--- src/hw/rtl/nge_pkg.sv ---
`timescale 1ns / 1ps

package nge_pkg;

  localparam int FRACTION_BITS = 23;
  localparam int LW = FRACTION_BITS + 1;
  localparam int REG_W = 24;
  localparam int WW = (LW > REG_W) ? LW : REG_W;
  localparam int NOTE_W = 7;
  localparam int VEL_W = 7;
  localparam int IDX_W = 3;

  localparam longint unsigned ONE_L = 64'd1 << FRACTION_BITS;
  localparam logic [LW-1:0] ONE = LW'(ONE_L);
  localparam logic [LW-1:0] HALF = LW'(ONE_L >> 1);
  localparam logic [LW-1:0] ATTACK_SNAP = LW'((999 * ONE_L + 500) / 1000);
  localparam logic [LW-1:0] DECAY_EPS = LW'((5 * ONE_L + 5000) / 10000);
  localparam logic [LW-1:0] RELEASE_SNAP = LW'((5 * ONE_L + 50000) / 100000);

  localparam logic [REG_W-1:0] ATTACK_RST = 24'd58050;
  localparam logic [REG_W-1:0] DECAY_RST = 24'd336;
  localparam logic [REG_W-1:0] SUSTAIN_RST = 24'd6039798;
  localparam logic [REG_W-1:0] RELEASE_RST = 24'd184;
  localparam logic [REG_W-1:0] VEL_AMOUNT_RST = 24'd5872026;
  localparam logic [NOTE_W-1:0] HELD_NOTE_RST = 7'd60;

  // velocity amount split as amt = 127 * q + r, with r pre-scaled by the
  // reciprocal of 127 so that note on needs no divider
  localparam int AMT_W = REG_W;
  localparam int AQ_W = 18;
  localparam int AR_W = 7;
  localparam int RR_W = 21;
  localparam int BIG_SHIFT = 31;
  localparam int SMALL_SHIFT = 21;
  localparam int RB_W = 25;
  localparam int RS_W = 15;
  localparam longint unsigned RECIP_BIG_L = ((64'd1 << BIG_SHIFT) + 126) / 127;
  localparam longint unsigned RECIP_SMALL_L = ((64'd1 << SMALL_SHIFT) + 126) / 127;
  localparam logic [RB_W-1:0] RECIP_BIG = RB_W'(RECIP_BIG_L);
  localparam logic [RS_W-1:0] RECIP_SMALL = RS_W'(RECIP_SMALL_L);
  localparam logic [RR_W+1:0] ROUND_SMALL = (RR_W + 2)'(63 * RECIP_SMALL_L);

  localparam longint unsigned AMT_RST_L =
    (64'(VEL_AMOUNT_RST) > ONE_L) ? ONE_L : 64'(VEL_AMOUNT_RST);
  localparam logic [AMT_W-1:0] AMT_RST = AMT_W'(AMT_RST_L);
  localparam logic [AQ_W-1:0] AMT_Q_RST = AQ_W'(AMT_RST_L / 127);
  localparam logic [RR_W-1:0] AMT_RR_RST = RR_W'((AMT_RST_L % 127) * RECIP_SMALL_L);

  localparam logic [IDX_W-1:0] CFG_ATTACK = 3'd0;
  localparam logic [IDX_W-1:0] CFG_DECAY = 3'd1;
  localparam logic [IDX_W-1:0] CFG_SUSTAIN = 3'd2;
  localparam logic [IDX_W-1:0] CFG_RELEASE = 3'd3;
  localparam logic [IDX_W-1:0] CFG_VEL_AMOUNT = 3'd4;

  typedef enum logic [2:0] {
    ST_IDLE = 3'd0,
    ST_ATTACK = 3'd1,
    ST_DECAY = 3'd2,
    ST_SUSTAIN = 3'd3,
    ST_RELEASE = 3'd4
  } stage_t;

  typedef enum logic [1:0] {
    OP_TICK = 2'd0,
    OP_NOTE_ON = 2'd1,
    OP_NOTE_OFF = 2'd2,
    OP_ALL_OFF = 2'd3
  } op_t;

  typedef struct packed {
    stage_t stage;
    logic [LW-1:0] level;
    logic [NOTE_W-1:0] held_note;
    logic [LW-1:0] gain;
  } env_t;

  typedef struct packed {
    logic [LW-1:0] atk_rate;
    logic [LW-1:0] dcy_rate;
    logic [LW-1:0] sus_level;
    logic [LW-1:0] rls_rate;
    logic [AMT_W-1:0] amt;
    logic [AQ_W-1:0] amt_q;
    logic [RR_W-1:0] amt_rr;
  } coef_t;

  function automatic logic [LW-1:0] sat_one(input logic [REG_W-1:0] v);
    logic [WW-1:0] w;
    w = WW'(v);
    return (w > WW'(ONE)) ? ONE : LW'(w);
  endfunction

endpackage

--- src/hw/rtl/note_gated_adsr_envelope.sv ---
// path: an accepted word waits in the input register, then moves on to the
// result register when that is empty or being taken, and is offered there
// throughput: one word per cycle; the input register refills while the
// result register is taken, so only a stalled output holds off input
// reset: synchronous, active high; stage idle, level zero, held note 60,
// gain 1.0, registers at their defaults; nothing pending on either side
`timescale 1ns / 1ps

module note_gated_adsr_envelope import nge_pkg::*; (
  input  logic              clk,
  input  logic              rst,
  input  logic              cfg_we,
  input  logic [IDX_W-1:0]  cfg_index,
  input  logic [REG_W-1:0]  cfg_data,
  input  logic              in_valid,
  output logic              in_ready,
  input  logic [1:0]        opcode,
  input  logic [NOTE_W-1:0] note_number,
  input  logic [VEL_W-1:0]  velocity,
  output logic              out_valid,
  input  logic              out_ready,
  output logic [REG_W-1:0]  level,
  output logic [2:0]        stage,
  output logic [REG_W-1:0]  gain
);

  coef_t coef;
  env_t  env;
  env_t  env_next;

  logic              in_full;
  logic [1:0]        op_q;
  logic [NOTE_W-1:0] note_q;
  logic [VEL_W-1:0]  vel_q;
  logic              advance;

  logic [AMT_W-1:0]      amt_w;
  logic [AMT_W+RB_W-1:0] amt_big;
  logic [AQ_W-1:0]       amt_q_w;
  logic [AMT_W-1:0]      amt_r_full;
  logic [AR_W-1:0]       amt_r_w;
  logic [RR_W-1:0]       amt_rr_w;

  // velocity amount split at write time
  assign amt_w      = AMT_W'(sat_one(cfg_data));
  assign amt_big    = (AMT_W + RB_W)'(amt_w) * (AMT_W + RB_W)'(RECIP_BIG);
  assign amt_q_w    = AQ_W'(amt_big >> BIG_SHIFT);
  assign amt_r_full = amt_w - (AMT_W'(amt_q_w) << 7) + AMT_W'(amt_q_w);
  assign amt_r_w    = AR_W'(amt_r_full);
  assign amt_rr_w   = RR_W'(amt_r_w) * RR_W'(RECIP_SMALL);

  always_ff @(posedge clk) begin
    if (rst) begin
      coef.atk_rate  <= sat_one(ATTACK_RST);
      coef.dcy_rate  <= sat_one(DECAY_RST);
      coef.sus_level <= sat_one(SUSTAIN_RST);
      coef.rls_rate  <= sat_one(RELEASE_RST);
      coef.amt       <= AMT_RST;
      coef.amt_q     <= AMT_Q_RST;
      coef.amt_rr    <= AMT_RR_RST;
    end else if (cfg_we) begin
      case (cfg_index)
        CFG_ATTACK:  coef.atk_rate  <= sat_one(cfg_data);
        CFG_DECAY:   coef.dcy_rate  <= sat_one(cfg_data);
        CFG_SUSTAIN: coef.sus_level <= sat_one(cfg_data);
        CFG_RELEASE: coef.rls_rate  <= sat_one(cfg_data);
        CFG_VEL_AMOUNT: begin
          coef.amt    <= amt_w;
          coef.amt_q  <= amt_q_w;
          coef.amt_rr <= amt_rr_w;
        end
        default: ;
      endcase
    end
  end

  assign advance  = in_full && (!out_valid || out_ready);
  assign in_ready = !in_full || advance;

  always_ff @(posedge clk) begin
    if (rst) begin
      in_full <= 1'b0;
    end else if (in_ready) begin
      in_full <= in_valid;
    end
  end

  always_ff @(posedge clk) begin
    if (in_valid && in_ready) begin
      op_q   <= opcode;
      note_q <= note_number;
      vel_q  <= velocity;
    end
  end

  nge_step u_step (
    .cur  (env),
    .coef (coef),
    .op   (op_t'(op_q)),
    .note (note_q),
    .vel  (vel_q),
    .nxt  (env_next)
  );

  // envelope state doubles as the result register
  always_ff @(posedge clk) begin
    if (rst) begin
      env.stage     <= ST_IDLE;
      env.level     <= '0;
      env.held_note <= HELD_NOTE_RST;
      env.gain      <= ONE;
      out_valid     <= 1'b0;
    end else begin
      if (advance) begin
        env       <= env_next;
        out_valid <= 1'b1;
      end else if (out_ready) begin
        out_valid <= 1'b0;
      end
    end
  end

  assign level = REG_W'(env.level);
  assign stage = env.stage;
  assign gain  = REG_W'(env.gain);

  a_idle_zero: assert property (@(posedge clk) disable iff (rst)
    (out_valid && env.stage == ST_IDLE) |-> env.level == '0)
    else $error("idle envelope with nonzero level");

  a_level_bound: assert property (@(posedge clk) disable iff (rst)
    env.level <= ONE)
    else $error("envelope level above one");

  a_take: assert property (@(posedge clk) disable iff (rst)
    (in_valid && in_ready) |=> in_full)
    else $error("accepted word not held in input register");

  a_advance: assert property (@(posedge clk) disable iff (rst)
    (in_full && !out_valid) |=> out_valid)
    else $error("pending word did not reach the result register");

endmodule

--- src/hw/rtl/nge_step.sv ---
`timescale 1ns / 1ps

module nge_step import nge_pkg::*; (
  input  env_t              cur,
  input  coef_t             coef,
  input  op_t               op,
  input  logic [NOTE_W-1:0] note,
  input  logic [VEL_W-1:0]  vel,
  output env_t              nxt
);

  localparam int GW = WW + 2;
  localparam int PW = 2 * LW;

  logic              above;
  logic [LW-1:0]     span;
  logic [LW-1:0]     step;
  logic [PW-1:0]     prod;
  logic [LW-1:0]     sc;
  logic [LW:0]       up;
  logic [LW-1:0]     down;
  logic [LW-1:0]     gap;
  logic [LW:0]       dec_lvl;
  stage_t            tick_stage;
  logic [LW-1:0]     tick_level;

  logic [AQ_W+VEL_W-1:0]  gprod_q;
  logic [RR_W+VEL_W:0]    gprod_r;
  logic [AR_W-1:0]        gfrac;
  logic [GW-1:0]          gsum;
  logic [LW-1:0]          new_gain;
  logic                   off_hit;

  function automatic logic [LW-1:0] clamp_one(input logic [LW:0] x);
    return (x > (LW + 1)'(ONE)) ? ONE : LW'(x);
  endfunction

  // approach step: one shared multiplier picks distance and rate by stage
  always_comb begin
    above = cur.level > coef.sus_level;
    case (cur.stage)
      ST_ATTACK: begin
        span = ONE - cur.level;
        step = coef.atk_rate;
      end
      ST_DECAY: begin
        span = above ? cur.level - coef.sus_level : coef.sus_level - cur.level;
        step = coef.dcy_rate;
      end
      default: begin
        span = cur.level;
        step = coef.rls_rate;
      end
    endcase
  end

  assign prod = PW'(span) * PW'(step);
  assign sc   = LW'((prod + PW'(HALF)) >> FRACTION_BITS);
  assign up   = (LW + 1)'(cur.level) + (LW + 1)'(sc);
  assign down = cur.level - sc;
  assign gap  = span - sc;
  assign dec_lvl = above ? (LW + 1)'(down) : up;

  always_comb begin
    tick_stage = cur.stage;
    tick_level = cur.level;
    case (cur.stage)
      ST_ATTACK: begin
        if (up >= (LW + 1)'(ATTACK_SNAP)) begin
          tick_level = ONE;
          tick_stage = ST_DECAY;
        end else begin
          tick_level = clamp_one(up);
        end
      end
      ST_DECAY: begin
        if (gap < DECAY_EPS) begin
          tick_level = coef.sus_level;
          tick_stage = ST_SUSTAIN;
        end else begin
          tick_level = clamp_one(dec_lvl);
        end
      end
      ST_SUSTAIN: begin
        tick_level = coef.sus_level;
      end
      ST_RELEASE: begin
        if (down <= RELEASE_SNAP) begin
          tick_level = '0;
          tick_stage = ST_IDLE;
        end else begin
          tick_level = down;
        end
      end
      default: begin
        tick_level = '0;
        tick_stage = ST_IDLE;
      end
    endcase
  end

  // gain = one - amt + round(vel * amt / 127), with amt = 127 * q + r
  assign gprod_q = (AQ_W + VEL_W)'(vel) * (AQ_W + VEL_W)'(coef.amt_q);
  assign gprod_r = (RR_W + VEL_W + 1)'(vel) * (RR_W + VEL_W + 1)'(coef.amt_rr)
                 + (RR_W + VEL_W + 1)'(ROUND_SMALL);
  assign gfrac   = AR_W'(gprod_r >> SMALL_SHIFT);
  assign gsum    = GW'(ONE) + GW'(gprod_q) + GW'(gfrac) - GW'(coef.amt);
  assign new_gain = (gsum > GW'(ONE)) ? ONE : LW'(gsum);

  assign off_hit = (note == cur.held_note) && (cur.stage != ST_IDLE);

  always_comb begin
    nxt = cur;
    case (op)
      OP_TICK: begin
        nxt.stage = tick_stage;
        nxt.level = tick_level;
      end
      OP_NOTE_ON: begin
        if (vel == '0) begin
          if (off_hit) begin
            nxt.stage = ST_RELEASE;
          end
        end else begin
          nxt.held_note = note;
          nxt.gain = new_gain;
          nxt.stage = ST_ATTACK;
        end
      end
      OP_NOTE_OFF: begin
        if (off_hit) begin
          nxt.stage = ST_RELEASE;
        end
      end
      default: begin
        if (cur.stage != ST_IDLE) begin
          nxt.stage = ST_RELEASE;
        end
      end
    endcase
  end

endmodule
--- config.mk ---
export PLATFORM = sky130hd
export DESIGN_NAME = note_gated_adsr_envelope
export DESIGN_NICKNAME = d
export VERILOG_FILES = /design/src/hw/rtl/nge_pkg.sv /design/src/hw/rtl/note_gated_adsr_envelope.sv /design/src/hw/rtl/nge_step.sv
export SDC_FILE = /design/constraint.sdc
export NUM_CORES = 2
export LEC_CHECK = 0
export ABC_AREA = 1
export BUFFER_PORTS_ARGS = -buffer_cell sky130_fd_sc_hd__buf_4
export CAP_MARGIN = 20
export CORE_ASPECT_RATIO = 1.1
export CORE_MARGIN = 2
export CORE_UTILIZATION = 60
export DETAILED_ROUTE_END_ITERATION = 12
export PLACE_DENSITY = 0.86
export SYNTH_ARGS = -nofsm -noshare
export SYNTH_HDL_FRONTEND = slang
export SYNTH_SLANG_ARGS = --single-unit
--- constraint.sdc ---
create_clock -name clk -period 11.7 [get_ports clk]
set_input_delay 2.34 -clock clk [delete_from_list [all_inputs] [get_ports clk]]
set_output_delay 2.34 -clock clk [all_outputs]
set_load 0.005 [all_outputs]
# Yosys cells after proc, flatten, opt, wreduce, memory -nomap -nowiden
# Index checks and enable logic that the tools add are counted.
# totals
register_bits,234
word_cells,101
inputBits,48
output_inout_bits,53
# classes
muxes,22
reduce_logical,21
eq_ne,15
order_cmp,8
n_bitwise,1
n_mul,5
addsub,13
# op_table
cell,n
$mux 24,8
$pmux 24 s2,2
$pmux 24 s4,1
$sub 24x24->24,4
$gt 25x24->1 const B,2
$mul 24x25->49 const B,1
$add 47x23->47 const B,1
$mul 24x24->47,1
$add 28x20->28 const B,1
$mul 7x20->27,1
$add 24x25->26 const A,1
$add 26x7->26,1
$gt 26x24->1 const B,1
$sub 26x24->26,1
$add 24x24->25,1
$ge 25x23->1 const B,1
$mul 7x18->25,1
$mux 25,1
$gt 24x24->1,1
$gt 24x24->1 const B,1
$le 24x9->1 const B,1
$lt 24x13->1 const B,1
$sub 24x24->24 const A,1
$mul 7x14->20 const B,1
other kinds (27),49

# Depth between registers and ports, before layout
# depth
depth_word,11
mapped_depth,81
mapped_depth_nobuf,79

# By module
# A second synthesis with hierarchy kept.
# hier_totals
hier_cells,6864
hier_area_um2,50405.8
# by_module_without_submodules
mod,cells_each,area_per_inst_um2,seq_area_each_um2,instances
nge_step,5161,36861.6,0.0,1
note_gated_adsr_envelope,1703,13544.2,4844.6,1

# Worst setup path before layout
# Ideal clock, no wire load.
# synth_timing
path_type,reg2reg
start,"register, netlist name level[17]"
end,"register, netlist name stage[0]"
setup_time_ps,117
path_stages_with_launch,67
path_buffers,6
path_slack_ps,-180
period_less_slack_ps,11880
t_arrival_ps,11764
required_ps,11583
cell_sequence,dfxtp_1 clkbuf_1 inv_1 ha_1 nand2_2 nor2_4 nand2_1 nor2_1 nand2_1 nand3_2 nand2_4 inv_1 buf_2 buf_2 clkbuf_1 nand2_1 a32o_1 xor2_1 [31 not listed] clkbuf_1 inv_1 a21oi_1 inv_1 a221oi_1 o2111ai_1 nand3_1 nand2_1 xnor2_1 or2_2 nor4_1 o211ai_1 nand3_2 nand2_1 o21ai_1 nand2_1 nor3_1 nor2_1
# synth_between
elab_chain_cells,9
word_cells_on_any_way,18
classes_between,add/sub (7); mul (1); order compare (4); eq/ne (3); mux (2); reduce/logical (1)
# synth_lines
item,line,source
$sub 24x24->24 / $gt 24x24->1 (equally long branches),"nge_step.sv:47, nge_step.sv:40",
$mux 24,nge_step.sv:47,span = above ? cur.level - coef.sus_level : coef.sus_level - cur.level;
$pmux 24 s2,nge_step.sv:41,case (cur.stage)
$mul 24x24->47,nge_step.sv:57,assign prod = PW'(span) * PW'(step);
$add 47x23->47,nge_step.sv:58,assign sc = LW'((prod + PW'(HALF)) >> FRACTION_BITS);
"$add 24x24->25, or another cell as far along",nge_step.sv:59,assign up = (LW + 1)'(cur.level) + (LW + 1)'(sc);
"$ge 25x23->1, or another cell as far along",nge_step.sv:69,if (up >= (LW + 1)'(ATTACK_SNAP)) begin
$ne 3x2->1 (no line),n/a,
$reduce_and 6->1 (no line) (*),n/a,
# Every way passes the cells marked *; elsewhere a longest branch is shown, timed or not.
# A chain may end at the register's enable or synchronous reset.

# Final worst setup path
# layout_timing
start,"register, netlist name level[22]"
end,"register, netlist name level[17]"
# layout_between
elab_chain_cells,11
word_cells_on_any_way,23
classes_between,add/sub (7); mul (1); order compare (6); mux (9)
# layout_lines
item,line,source
$sub 24x24->24 / $gt 24x24->1 (equally long branches),"nge_step.sv:47, nge_step.sv:40",
$mux 24,nge_step.sv:47,
$pmux 24 s2,nge_step.sv:41,
$mul 24x24->47,nge_step.sv:57,
$add 47x23->47,nge_step.sv:58,
$add 24x24->25 / $sub 24x24->24 (equally long branches),"nge_step.sv:59, nge_step.sv:60",
$mux 25,nge_step.sv:62,assign dec_lvl = above ? (LW + 1)'(down) : up;
$gt 25x24->1,nge_step.sv:35,return (x > (LW + 1)'(ONE)) ? ONE : LW'(x);
$mux 24,nge_step.sv:35,
$mux 24,nge_step.sv:77,if (gap < DECAY_EPS) begin
$pmux 24 s4 (*),nge_step.sv:67,case (cur.stage)
# Marks and branches as above.

==> impl_metrics.csv <==
group,metric,value,unit
outcome,status,"finished, violations left",
outcome,violations,"setup timing",
pwr,p_leak,32.4,nW
sta,final-hold-violation-count,0,
pwr,switchingPower,6.15,mW
critical_path,critPathMostFrequentCell,"buf_4",
place,hpwlAfterDp,136,mm
pwr,vdd_drop_max,398,µV
sta,relSlewSlack,0.125,
clock_network,worstSkewPairLatency,0.58,ns
sta,drv_slew,0,
finish,fin_cells,8535,
clock_network,cts_tree,"yes",
sta,tightest_slew,1.30,ns
critical_path,critical_path_class,"flop to flop",
drt,ant_nets,0,
pwr,power.internal,5.74,mW
floorplanning,initial_core_util,0.606,
synth,ys_async_sr_fraction,0,
global_routing,grt_pass1_vias,50600,
floorplanning,io_pins,101,
drt,finalWirelength,172,mm
synth,avgSynthCellArea,7.42,µm²
synth,synth_edf_count,16,
floorplanning,die-area,0.0850,mm²
sta,fin_setup_tns,-19.92,ns
pwr,power.total,11.9,mW
place,place.gp.congestion,1.04,
synth,synth_area_leaders,"fa_1 29%, ha_1 14%, inv_1 11%, nand2_1 10%, dfxtp_1 8.8%",
pwr,switching_share,0.517,
finish,fill_cells,5849,
synth,yosys.cell_types.count,74,
clock_network,postCtsHoldBufs,0,
clock_network,cts.clk_slew.worst_paths,0.06,ns
sta,rsz0062_at_grt,"yes",
worst_hold_path,hold_class,"flop to flop",
drt,dr.pass1.iters,8,
place,place_inst,8382,
sta,setup_violations,27,
clock_network,max-clock-path-buffers,3,
global_routing,antenna_found_initial,2,
pwr,power_density,195,mW/mm²
finish,final_area,0.0610,mm²
synth,syn_area,0.0496,mm²
drt,vias,49700,
synth,seq_area_frac_synth,0.0976,
critical_path,path_buf_inv,21,
global_routing,grt_usage,0.398,
global_routing,grt-ovfl-total,0,
clock_network,htree_levels,1,
synth,yosysWarnings,0,
floorplanning,rows,110,
finish,drive_gt1_frac,0.209,
synth,synth_fp_nets,8027,
synth,synth.top_cell.area_share,0.290,
sta,period_needed,12.51,ns
critical_path,crit_arrival,13.00,ns
critical_path,path_delay_family,"adder cells",
synth,ys_ff_latch,234,
sta,fin_ws,-0.807,ns
finish,area_delta_synth_final,22.9,%
floorplanning,die_y,306,µm
critical_path,critPathSlowestCell,"fa_1",
pwr,p_clk_frac,0.077,
drt,remaining_drc_errors,0,
synth,yosys.cell_count.top_type,"inv_1",
global_routing,grt_pass1_wl,266,mm
floorplanning,core_area,0.0819,mm²
finish,nets,8793,
clock_network,clockRootBuffer,"clkbuf_16",
floorplanning,die_w,278,µm
sta,skew,0.0280,ns
sta,fmax,80.0,MHz
synth,synth_common_cells,"1432 x inv_1, 1335 x nand2_1, 718 x fa_1, 575 x ha_1, 503 x a21oi_1",
critical_path,startpoint_type,"flop",
critical_path,endpoint_kind,"flop",
synth,synthFlopType,"dfxtp_1",
place,dpl_cell_area,0.0568,mm²
synth,synth_area_leader_cell,"fa_1",
critical_path,worst-path-max-fanout,8,
pwr,comb_power_share,0.848,
pwr,seqPwrFrac,0.075,
drt,via_per_inst,5.82,
synth,postSynthCellCount,6686,
place,io_buffer_count,100,
clock_network,cts_made_buffers,26,
clock_network,clock-sinks,234,
critical_path,cp_slowest_stage_delay,0.81,ns
drt,post_drt_wl_per_cell,20.2,µm
drt,drtIter0Drc,4894,
global_routing,grt_start_max_net_pins,108,
run,maxCapViolCount,0,
sta,fin_crit_sh,1.07,
critical_path,required,12.19,ns
what timing repair did:
action | in CTS | in global routing
endpoints found under the setup margin | 27 | 51
gates cloned | 4 | 3
pin swaps | 153 | 138
setup buffers | 58 | 43
endpoints found under the hold margin | 0 | 0
gates resized for setup | 367 | 205
power groups by stage:
stage	combinational [mW]	clock (mW)	sequential, mW
6_report	10.1	0.915	0.887
5_1_grt	11.0	0.947	0.891
4_1_cts	9.46	0.913	0.886
3_5_place_dp	8.89	0	0.902
3_3_place_gp	8.61	0	0.901
2_1_floorplan	5.42	0	0.884
registers in the layout, indices dropped and copies added (netlist names):
name and cells:
stage 3, out_valid 1, gain 24, level 24
note_q 7, coef 158, vel_q 7, env 7
op_q 2, in_full 1
worst reg2reg max path: cells and delay by family (launching register included):
family	cells	cell delay, ns
fa+ha+maj	10	4.74
compound gates	14	2.39
buf+inv	21	2.38
simple gates	18	2.25
xor+xnor	2	0.36
flops	1	0.33
area by class of cell:
class	count	area, µm²	share of cell area
multi-input combinational	4680	39900	0.655
timing repair buffer	1046	8420	0.138
inverter	1464	5530	0.0907
sequential	234	4860	0.0797
tap	1064	1330	0.0218
clock buffer	32	736	0.0121
clock inverter	14	190	0.00312
antenna	1	2.50	0.0000410
kinds of logic (layout without fill, tap and decap cells):
| logic type | count (synthesis) | in the layout | synth area share |
|---|---|---|---|
| other | 0 | 1 | 0 |
| AND/OR/NAND/NOR | 2186 | 2186 | 0.182 |
| multiplexers | 2 | 2 | 0.000429 |
| buffers and inverters | 1773 | 2556 | 0.141 |
| XOR/XNOR | 151 | 151 | 0.0266 |
| flip-flops | 234 | 234 | 0.0976 |
| adder cells (fa/ha/maj) | 1293 | 1293 | 0.435 |
| AO/OA/AOI/OAI | 1047 | 1048 | 0.118 |
worst paths after layout:
check                              start                     end  slack [ns]  depth (start not counted)
hold reg to reg   coef[158]$_SDFFE_PP0P_  coef[158]$_SDFFE_PP0P_        0.46                          2
hold / removal    coef[158]$_SDFFE_PP0P_  coef[158]$_SDFFE_PP0P_        0.46                          2
setup / recovery  level[22]$_SDFFE_PP0P_  level[17]$_SDFFE_PP0P_       -0.81                         65
setup reg to reg  level[22]$_SDFFE_PP0P_  level[17]$_SDFFE_PP0P_       -0.81                         65
routing by layer:
metal | global-route usage | up-vias | wire [µm]
met5 | 0 | - | 31
met4 | 0.259 | 4 | 14000
met3 | 0.0850 | 849 | 17800
met2 | 0.653 | 2879 | 79000
met1 | 0.475 | 23700 | 61600
li1 | - | 22200 | -
cells in the final DEF (no fill, tap or decap), types with 59 or more instances in the layout:
cell,netlist,routed
inv_1,1432,1390
nand2_1,1335,1272
buf_4,73,980
fa_1,718,710
ha_1,575,524
a21oi_1,503,445
nor2_1,467,436
o21ai_0,292,248
dfxtp_1,218,204
nand3_1,184,164
xor2_1,101,91
nand2_2,16,67
nand4_1,61,61
a21oi_2,6,59
through the flow:
stage	hold WS [ns]	setup slack (ns)	utilization
final	0.458	-0.807	0.745
after floorplan	0.425	0.0105	-
after detailed placement	0.446	-1.17	0.694
after CTS	0.456	-0.203	0.732
after global placement	0.438	-0.912	0.694
after global routing	0.472	-1.30	0.745
No activity file was read; power rests on OpenSTA's default activity.
